File: src/hdl/u8c_pkg.sv
// shared types and constants for the utf-8 console decoder
`timescale 1ns / 1ps
`default_nettype none

package u8c_pkg;

  localparam logic [7:0]  BELL_BYTE  = 8'h07;
  localparam logic [7:0]  TAB_BYTE   = 8'h09;
  localparam logic [20:0] SPACE_CHAR = 21'h20;
  localparam logic [15:0] LF_UNIT    = 16'h000A;
  localparam logic [15:0] CR_UNIT    = 16'h000D;
  localparam logic [20:0] LF_CHAR    = 21'h00000A;
  localparam logic [7:0]  LEAD2_MIN  = 8'hC0;
  localparam logic [7:0]  LEAD3_MIN  = 8'hE0;
  localparam logic [7:0]  LEAD4_MIN  = 8'hF0;
  localparam logic [7:0]  LEAD_MAX   = 8'hF7;
  localparam logic [1:0]  HUSH_LINES = 2'd2;

  typedef struct packed {
    logic       cmd;
    logic [7:0] data_byte;
    logic       end_of_message;
    logic       to_error_channel;
  } item_t;

  typedef struct packed {
    logic [15:0] code_unit;
    logic        out_channel;
    logic        decode_error;
    logic        last_of_run;
  } result_t;

  // results from one request, up to two
  typedef struct packed {
    logic [1:0] count;
    result_t    first;
    result_t    second;
  } result_pair_t;

endpackage

`default_nettype wire

File: src/hdl/u8c_if.sv
// valid/ready channel interfaces for requests and results
`timescale 1ns / 1ps
`default_nettype none

interface u8c_in_if;
  logic       valid;
  logic       ready;
  logic       cmd;
  logic [7:0] data_byte;
  logic       end_of_message;
  logic       to_error_channel;

  modport source (output valid, cmd, data_byte, end_of_message, to_error_channel,
                  input ready);
  modport sink (input valid, cmd, data_byte, end_of_message, to_error_channel,
                output ready);
endinterface

interface u8c_out_if;
  logic        valid;
  logic        ready;
  logic [15:0] code_unit;
  logic        out_channel;
  logic        decode_error;
  logic        last_of_run;

  modport source (output valid, code_unit, out_channel, decode_error, last_of_run,
                  input ready);
  modport sink (input valid, code_unit, out_channel, decode_error, last_of_run,
                output ready);
endinterface

`default_nettype wire

File: src/hdl/u8c_step.sv
// decoder state and the per-byte decode logic
`timescale 1ns / 1ps
`default_nettype none

module u8c_step (
  input  wire logic                 clk,
  input  wire logic                 rst,
  input  wire logic                 accept,
  input  wire u8c_pkg::item_t       item,
  output u8c_pkg::result_pair_t     res
);
  import u8c_pkg::*;

  logic [1:0]  bytes_pending, bytes_pending_next;
  logic [20:0] partial_code, partial_code_next;
  logic [1:0]  hush_count, hush_count_next;
  logic        error_latched, error_latched_next;

  logic        do_emit;
  logic        do_err;
  logic [20:0] emit_ch;
  logic [7:0]  b;
  logic        eom;
  logic        chan;
  logic [20:0] shifted;

  assign b       = item.data_byte;
  assign eom     = item.end_of_message;
  assign chan    = item.to_error_channel;
  assign shifted = {partial_code[14:0], b[5:0]};

  always_comb begin
    bytes_pending_next = bytes_pending;
    partial_code_next  = partial_code;
    hush_count_next    = hush_count;
    error_latched_next = error_latched;
    do_emit            = 1'b0;
    do_err             = 1'b0;
    emit_ch            = '0;
    res                = '0;

    if (item.cmd) begin
      hush_count_next = HUSH_LINES;
    end else if (error_latched) begin
      if (eom) error_latched_next = 1'b0;
    end else if (bytes_pending == 2'd0) begin
      if (!b[7]) begin
        if (b != BELL_BYTE) begin
          do_emit = 1'b1;
          emit_ch = (b == TAB_BYTE) ? SPACE_CHAR : {13'd0, b};
        end
      end else if (b < LEAD2_MIN || b > LEAD_MAX) begin
        do_err = 1'b1;
      end else begin
        if (b < LEAD3_MIN) begin
          partial_code_next  = {16'd0, b[4:0]};
          bytes_pending_next = 2'd1;
        end else if (b < LEAD4_MIN) begin
          partial_code_next  = {17'd0, b[3:0]};
          bytes_pending_next = 2'd2;
        end else begin
          partial_code_next  = {18'd0, b[2:0]};
          bytes_pending_next = 2'd3;
        end
        // lead byte at end of message is an error, as the sequence cannot complete
        if (eom) do_err = 1'b1;
      end
    end else begin
      if (b[7:6] != 2'b10) begin
        do_err = 1'b1;
      end else begin
        bytes_pending_next = bytes_pending - 2'd1;
        if (bytes_pending == 2'd1) begin
          partial_code_next = '0;
          do_emit           = 1'b1;
          emit_ch           = shifted;
        end else begin
          partial_code_next = shifted;
          if (eom) do_err = 1'b1;
        end
      end
    end

    if (do_err) begin
      bytes_pending_next     = '0;
      partial_code_next      = '0;
      error_latched_next     = ~eom;
      res.count              = 2'd1;
      res.first.out_channel  = chan;
      res.first.decode_error = 1'b1;
      res.first.last_of_run  = 1'b1;
    end else if (do_emit) begin
      if (hush_count != 2'd0) begin
        // hushed: full code point compare for the line count
        if (emit_ch == LF_CHAR) hush_count_next = hush_count - 2'd1;
      end else if (emit_ch[15:0] == LF_UNIT) begin
        res.count              = 2'd2;
        res.first.code_unit    = LF_UNIT;
        res.first.out_channel  = chan;
        res.second.code_unit   = CR_UNIT;
        res.second.out_channel = chan;
        res.second.last_of_run = 1'b1;
      end else begin
        res.count             = 2'd1;
        res.first.code_unit   = emit_ch[15:0];
        res.first.out_channel = chan;
        res.first.last_of_run = 1'b1;
      end
    end
  end

  always_ff @(posedge clk) begin
    if (rst) begin
      bytes_pending <= '0;
      partial_code  <= '0;
      hush_count    <= '0;
      error_latched <= 1'b0;
    end else if (accept) begin
      bytes_pending <= bytes_pending_next;
      partial_code  <= partial_code_next;
      hush_count    <= hush_count_next;
      error_latched <= error_latched_next;
    end
  end

endmodule

`default_nettype wire

File: src/hdl/u8c_out_buf.sv
// two-slot result register that drains one result per cycle while the receiver is ready
`timescale 1ns / 1ps
`default_nettype none

module u8c_out_buf (
  input  wire logic                  clk,
  input  wire logic                  rst,
  input  wire logic                  load,
  input  wire u8c_pkg::result_pair_t res,
  input  wire logic                  pop,
  output logic                       can_load,
  output logic                       has_result,
  output u8c_pkg::result_t           head
);
  import u8c_pkg::*;

  logic [1:0] count;
  result_t    slot0;
  result_t    slot1;

  assign has_result = (count != 2'd0);
  assign head       = slot0;
  // space for a new request once at most one result is left and it goes now
  assign can_load   = (count == 2'd0) || (count == 2'd1 && pop);

  always_ff @(posedge clk) begin
    if (rst) begin
      count <= '0;
    end else if (load) begin
      count <= res.count;
    end else if (pop) begin
      count <= count - 2'd1;
    end
  end

  always_ff @(posedge clk) begin
    if (load) begin
      slot0 <= res.first;
      slot1 <= res.second;
    end else if (pop) begin
      slot0 <= slot1;
    end
  end

endmodule

`default_nettype wire

File: src/hdl/utf8_to_utf16_console_decoder.sv
// top level: utf-8 byte stream to 16-bit console code units
// latency: a result is shown the cycle after its request is taken
// throughput: one byte per cycle unless paused; a line feed also queues a trailing CR
// the request side pauses while two results are queued, or one is held and not taken
// reset (rst, synchronous): clears decode state, hush count, error latch and results
`timescale 1ns / 1ps
`default_nettype none

module utf8_to_utf16_console_decoder (
  input wire logic clk,
  input wire logic rst,
  u8c_in_if.sink   in_item,
  u8c_out_if.source out_res
);
  import u8c_pkg::*;

  item_t        item;
  result_pair_t res;
  result_t      head;
  logic         accept;
  logic         can_load;
  logic         has_result;
  logic         pop;

  assign item = {in_item.cmd, in_item.data_byte, in_item.end_of_message,
                 in_item.to_error_channel};

  assign pop           = has_result && out_res.ready;
  assign in_item.ready = can_load;
  assign accept        = in_item.valid && can_load;

  u8c_step step (
    .clk    (clk),
    .rst    (rst),
    .accept (accept),
    .item   (item),
    .res    (res)
  );

  u8c_out_buf obuf (
    .clk        (clk),
    .rst        (rst),
    .load       (accept),
    .res        (res),
    .pop        (pop),
    .can_load   (can_load),
    .has_result (has_result),
    .head       (head)
  );

  assign out_res.valid        = has_result;
  assign out_res.code_unit    = head.code_unit;
  assign out_res.out_channel  = head.out_channel;
  assign out_res.decode_error = head.decode_error;
  assign out_res.last_of_run  = head.last_of_run;

endmodule

`default_nettype wire

File: src/flat_wrapper.sv
// flat-port wrapper written by rule: the top's interface ports become plain ports
module utf8_to_utf16_console_decoder_flat import u8c_pkg::*;
  (clk, rst, in_item_valid, in_item_cmd, in_item_data_byte, in_item_end_of_message, in_item_to_error_channel, in_item_ready, out_res_valid, out_res_code_unit, out_res_out_channel, out_res_decode_error, out_res_last_of_run, out_res_ready);
  u8c_in_if in_item_i ();
  u8c_out_if out_res_i ();
  input wire logic clk;
  input wire logic rst;
  input wire logic [$bits(in_item_i.valid)-1:0] in_item_valid;
  input wire logic [$bits(in_item_i.cmd)-1:0] in_item_cmd;
  input wire logic [$bits(in_item_i.data_byte)-1:0] in_item_data_byte;
  input wire logic [$bits(in_item_i.end_of_message)-1:0] in_item_end_of_message;
  input wire logic [$bits(in_item_i.to_error_channel)-1:0] in_item_to_error_channel;
  output wire logic [$bits(in_item_i.ready)-1:0] in_item_ready;
  output wire logic [$bits(out_res_i.valid)-1:0] out_res_valid;
  output wire logic [$bits(out_res_i.code_unit)-1:0] out_res_code_unit;
  output wire logic [$bits(out_res_i.out_channel)-1:0] out_res_out_channel;
  output wire logic [$bits(out_res_i.decode_error)-1:0] out_res_decode_error;
  output wire logic [$bits(out_res_i.last_of_run)-1:0] out_res_last_of_run;
  input wire logic [$bits(out_res_i.ready)-1:0] out_res_ready;
  assign in_item_i.valid = in_item_valid;
  assign in_item_i.cmd = in_item_cmd;
  assign in_item_i.data_byte = in_item_data_byte;
  assign in_item_i.end_of_message = in_item_end_of_message;
  assign in_item_i.to_error_channel = in_item_to_error_channel;
  assign in_item_ready = in_item_i.ready;
  assign out_res_valid = out_res_i.valid;
  assign out_res_code_unit = out_res_i.code_unit;
  assign out_res_out_channel = out_res_i.out_channel;
  assign out_res_decode_error = out_res_i.decode_error;
  assign out_res_last_of_run = out_res_i.last_of_run;
  assign out_res_i.ready = out_res_ready;
  utf8_to_utf16_console_decoder u_core (.clk(clk), .rst(rst), .in_item(in_item_i), .out_res(out_res_i));
endmodule
File: config.mk
export PLATFORM = sky130hd
export DESIGN_NAME = utf8_to_utf16_console_decoder_flat
export DESIGN_NICKNAME = d
export VERILOG_FILES = /design/src/hdl/u8c_pkg.sv /design/src/hdl/u8c_if.sv /design/src/hdl/u8c_step.sv /design/src/hdl/u8c_out_buf.sv /design/src/hdl/utf8_to_utf16_console_decoder.sv /design/src/flat_wrapper.sv
export SDC_FILE = /design/constraint.sdc
export NUM_CORES = 1
export LEC_CHECK = 0
export BUFFER_PORTS_ARGS = -buffer_cell sky130_fd_sc_hd__buf_2
export CORE_MARGIN = 8
export CORE_UTILIZATION = 63
export DETAILED_ROUTE_END_ITERATION = 8
export PLACE_DENSITY_LB_ADDON = 0.12
export RECOVER_POWER = 25
export SLEW_MARGIN = 20
export SYNTH_ARGS = -nofsm -noshare
export SYNTH_HDL_FRONTEND = slang
export SYNTH_HIERARCHICAL = 1
export SYNTH_SLANG_ARGS = --single-unit
File: constraint.sdc
create_clock -name clk -period 5.2 [get_ports clk]
set_input_delay 0 -clock clk [delete_from_list [all_inputs] [get_ports clk]]
set_output_delay 0 -clock clk [all_outputs]
set_load 0.1 [all_outputs]
==> metrics.md <==
| Metric | Value |
|---|---|
| Die height | `84.7 um` |
| Die width | `84.7 um` |
| Post-CTS Setup Inserts | `0` |
| Worst vdd ir | `0.263 mV` |
| Hold Path Class | `in2reg` |
| Synth-to-layout area growth | `8.25%` |
| Register bit total from synthesis | `60` |
| Crit path required time | `5.42 ns` |
| Met2 GRT Util | `26.4%` |
| Worst Tran Pin Value | `1.18 ns` |
| DP Worst Slack | `2.27 ns` |
| CP arrival | `3.17 ns` |
| Post-synthesis xor/xnor area fraction | `0.295%` |
| Largest net degree at the start of global routing | `49` |
| RSZ-0062 raised after global routing | `false` |
| Share of cells above drive strength 1 | `20.1%` |
| Register-to-Register Path Depth | `12` |
| Synth top area share | `38.4%` |
| Final net count | `311` |
| Synth warn | `6` |
| Startpoint types | `flop` |
| Global route overflow | `0` |
| Status | `completed` |
| Number of placed cells counting well taps | `330` |
| Net Sw Power | `510 uW` |
| Vias in the first global route | `1,951` |
| DRT iter0 DRCs | `134` |
| WL per Instance | `15.7 um` |
| Sequential area share after synthesis | `53.2%` |
| Max-slew violations | `0` |
| Max-cap viol count | `0` |
| Initial antenna violation count | `0` |
| TritonCTS clock tree | `done` |
| CTS resizes | `0` |
| Cell chosen for the clock root | `clkbuf_8` |
| Area contributors post-synth | `edfxtp_1 38%, dfxtp_1 15%, mux2_2 7.2%, buf_4 5.3%, and2_1 2.9%` |
| Core Util, Final | `69.5%` |
| Io pins | `36` |
| Hold path depth | `3` |
| Adder-Cell Fraction of Synth Area | `1.26%` |
| Vias per inst | `5.60` |
| Clock power share | `25.3%` |
| Worst-path clk slew | `0.06 ns` |
| Combinational Power Share | `30.0%` |
| Post-DRT Antenna Nets | `0` |
| Most frequent cell on the critical path | `nand2_1` |
| Post-Syn Area | `2970 um2` |
| Synth area leader | `edfxtp_1` |
| # hold bufs at CTS | `6` |
| CP peak stage delay | `0.55 ns` |
| Post-layout min period | `2.95 ns` |
| Final WL | `5520 um` |
| Synth Area per Inst | `11.5 um2` |
| Net Sw Frac | `38.7%` |
| Fmax | `339 MHz` |
| Element type at the critical path end | `flop` |
| Die Area | `7170 um2` |
| Number of port buffers | `35` |
| GPL Wtd Cong | `0.840` |
| Fin cells | `352` |
| Worst Setup Slack, final | `2.25 ns` |
| Asr flop ratio synth | `0%` |
| PwrDens | `410 nW/um2` |
| Max_slew headroom | `21.7%` |
| Clock Tree Buf Depth | `2` |
| Internal power component | `807 uW` |
| Mux contribution to synthesized area | `7.95%` |
| Total CTS buffers | `9` |
| Largest family of logic cells by synthesized area | `simple AND/OR/NAND/NOR gates` |
| M1 GR Usage | `18.4%` |
| Commonest non-fill, non-tap cell in the layout | `edfxtp_1` |
| EDFF count, synth | `38` |
| Synth Area in Compound Gates | `10.7%` |
| Most frequent cells in the layout | `38 x edfxtp_1, 24 x clkbuf_1, 22 x dfxtp_1, 19 x mux2_2, 19 x nand2_1` |
| # clock sinks | `60` |
| Prevailing post-synth register cell | `edfxtp_1` |
| Synth Instances | `259` |
| Setup-failing EPs final | `0` |
| Worst Clk Skew | `0.00809 ns` |
| Global routing's busiest layer | `met2` |
| CP delay by family, top | `simple AND/OR/NAND/NOR gates` |
| Gr usage total | `16.5%` |
| Initial Util | `64.2%` |
| Worst-path fanout max | `48` |
| H-tree levels | `3` |
| Clock Latency Late Sink | `0.33 ns` |
| DRC | `0` |
| WP depth | `12` |
| Buf+Inv Stages, Crit Path | `3` |
| Post-Route Setup TNS | `0 ns` |
| Vias | `1,971` |
| Yosys cell types | `50` |
| Core Region | `4630 um2` |
| # fillers | `367` |
| CP max stage cell | `nor2_1` |
| Period utilization | `56.7%` |
| Simple-gate share of the synthesized area | `17.7%` |
| Worst reg2reg setup slack | `2.25 ns` |
| Initial DRT Pass Iterations | `4` |
| Crit path kind | `reg2reg` |
| Num rows | `25` |
| Endpoints failing hold | `0` |
| First-pass GRT wire length | `9220 um` |
| ANT cells | `0` |
| Crit path cell chain | `inv_1, ha_1, inv_1, and2_1, nand2_1, nand2_1, and2_2, buf_4, nand2_1, nor2_1, nor2_1, a22o_1` |
| Static Leak | `1.19 nW` |
| Met3 Usage GRT | `5.07%` |
| DP Wirelength | `3730 um` |
| Reg power frac | `44.6%` |
==> power by group through the flow <==
stage	Sequential [mW]	Combinational, mW	Clock, mW
final	0.588	0.395	0.334
after global routing	0.595	0.414	0.363
after CTS	0.588	0.409	0.343
after global placement	0.596	0.403	0
after floorplan	0.809	0.147	0
after detailed placement	0.597	0.404	0
==> cell type report <==
class / instances / area, um2 / area share, %
clock inverter: 4 / 17.5 / 0.544
clock buffer: 12 / 135 / 4.20
multi-input combinational: 171 / 1170 / 36.2
timing repair buffer: 42 / 216 / 6.73
inverter: 9 / 33.8 / 1.05
tap: 54 / 67.6 / 2.10
sequential: 60 / 1580 / 49.1
==> tightest hold or removal path: cells and delay by family <==
family | cells | cell delay, ns
AND/OR/NAND/NOR | 2 | 0.19
buffers and inverters | 1 | 0.13
==> logic make-up after synthesis <==
group	Yosys count
flops	60
simple gates	94
xor+xnor	1
buf+inv	41
mux	21
other cells	1
fa+ha+maj	3
compound gates	38
==> final timing paths <==
path | end | start
worst max-delay path | u_core/step/partial_code[2] | u_core/obuf/count[0]
worst min register to register | u_core/step/partial_code[12] | u_core/step/partial_code[12]
worst min-delay path | u_core/step/error_latched | in_item_cmd
worst max register to register | u_core/step/partial_code[2] | u_core/obuf/count[0]
==> sequential cells by signal, indices dropped and copies added (netlist names) <==
signal                     flops
u_core/obuf/count              2
u_core/step/partial_code      15
u_core/step/hush_count         2
u_core/step/error_latched      1
u_core/obuf/slot1             19
u_core/obuf/head              19
u_core/step/bytes_pending      2
==> per-stage QoR <==
step / power [mW] / instance area, um2 / hold WS [ns]
floorplan: 0.956 / 3020 / 0.0728
global placement: 0.999 / 3050 / 0.277
detailed placement: 1.00 / 3050 / 0.291
CTS: 1.34 / 3260 / 0.0154
global route: 1.37 / 3220 / 0.0429
finish: 1.32 / 3220 / 0.0404
==> Yosys cell counts (2+ instances only) <==
library cell / n
nand2_1: 19
or3_1: 3
nand3b_1: 5
a21o_1: 2
nor2_1: 17
a31oi_1: 2
inv_1: 9
and2_1: 14
a22o_1: 3
buf_4: 21
mux2_1: 2
o41ai_2: 2
nor2b_1: 2
dfxtp_1: 22
and3_1: 2
buf_2: 3
ha_1: 3
a21oi_1: 15
or2_2: 4
nand3_1: 12
buf_6: 3
nor3b_1: 2
clkbuf_1: 5
o21ai_1: 2
nor3_1: 3
a211oi_1: 2
mux2_2: 19
edfxtp_1: 38
a32o_1: 2
==> metal layers <==
layer | vias up | routed length (um)
met3 | 4 | 422
met1 | 943 | 2270
met2 | 54 | 2770
li1 | 970 | -
met5 | - | 0
met4 | 0 | 60
Note: power is estimated with default switching activity, not from simulation.
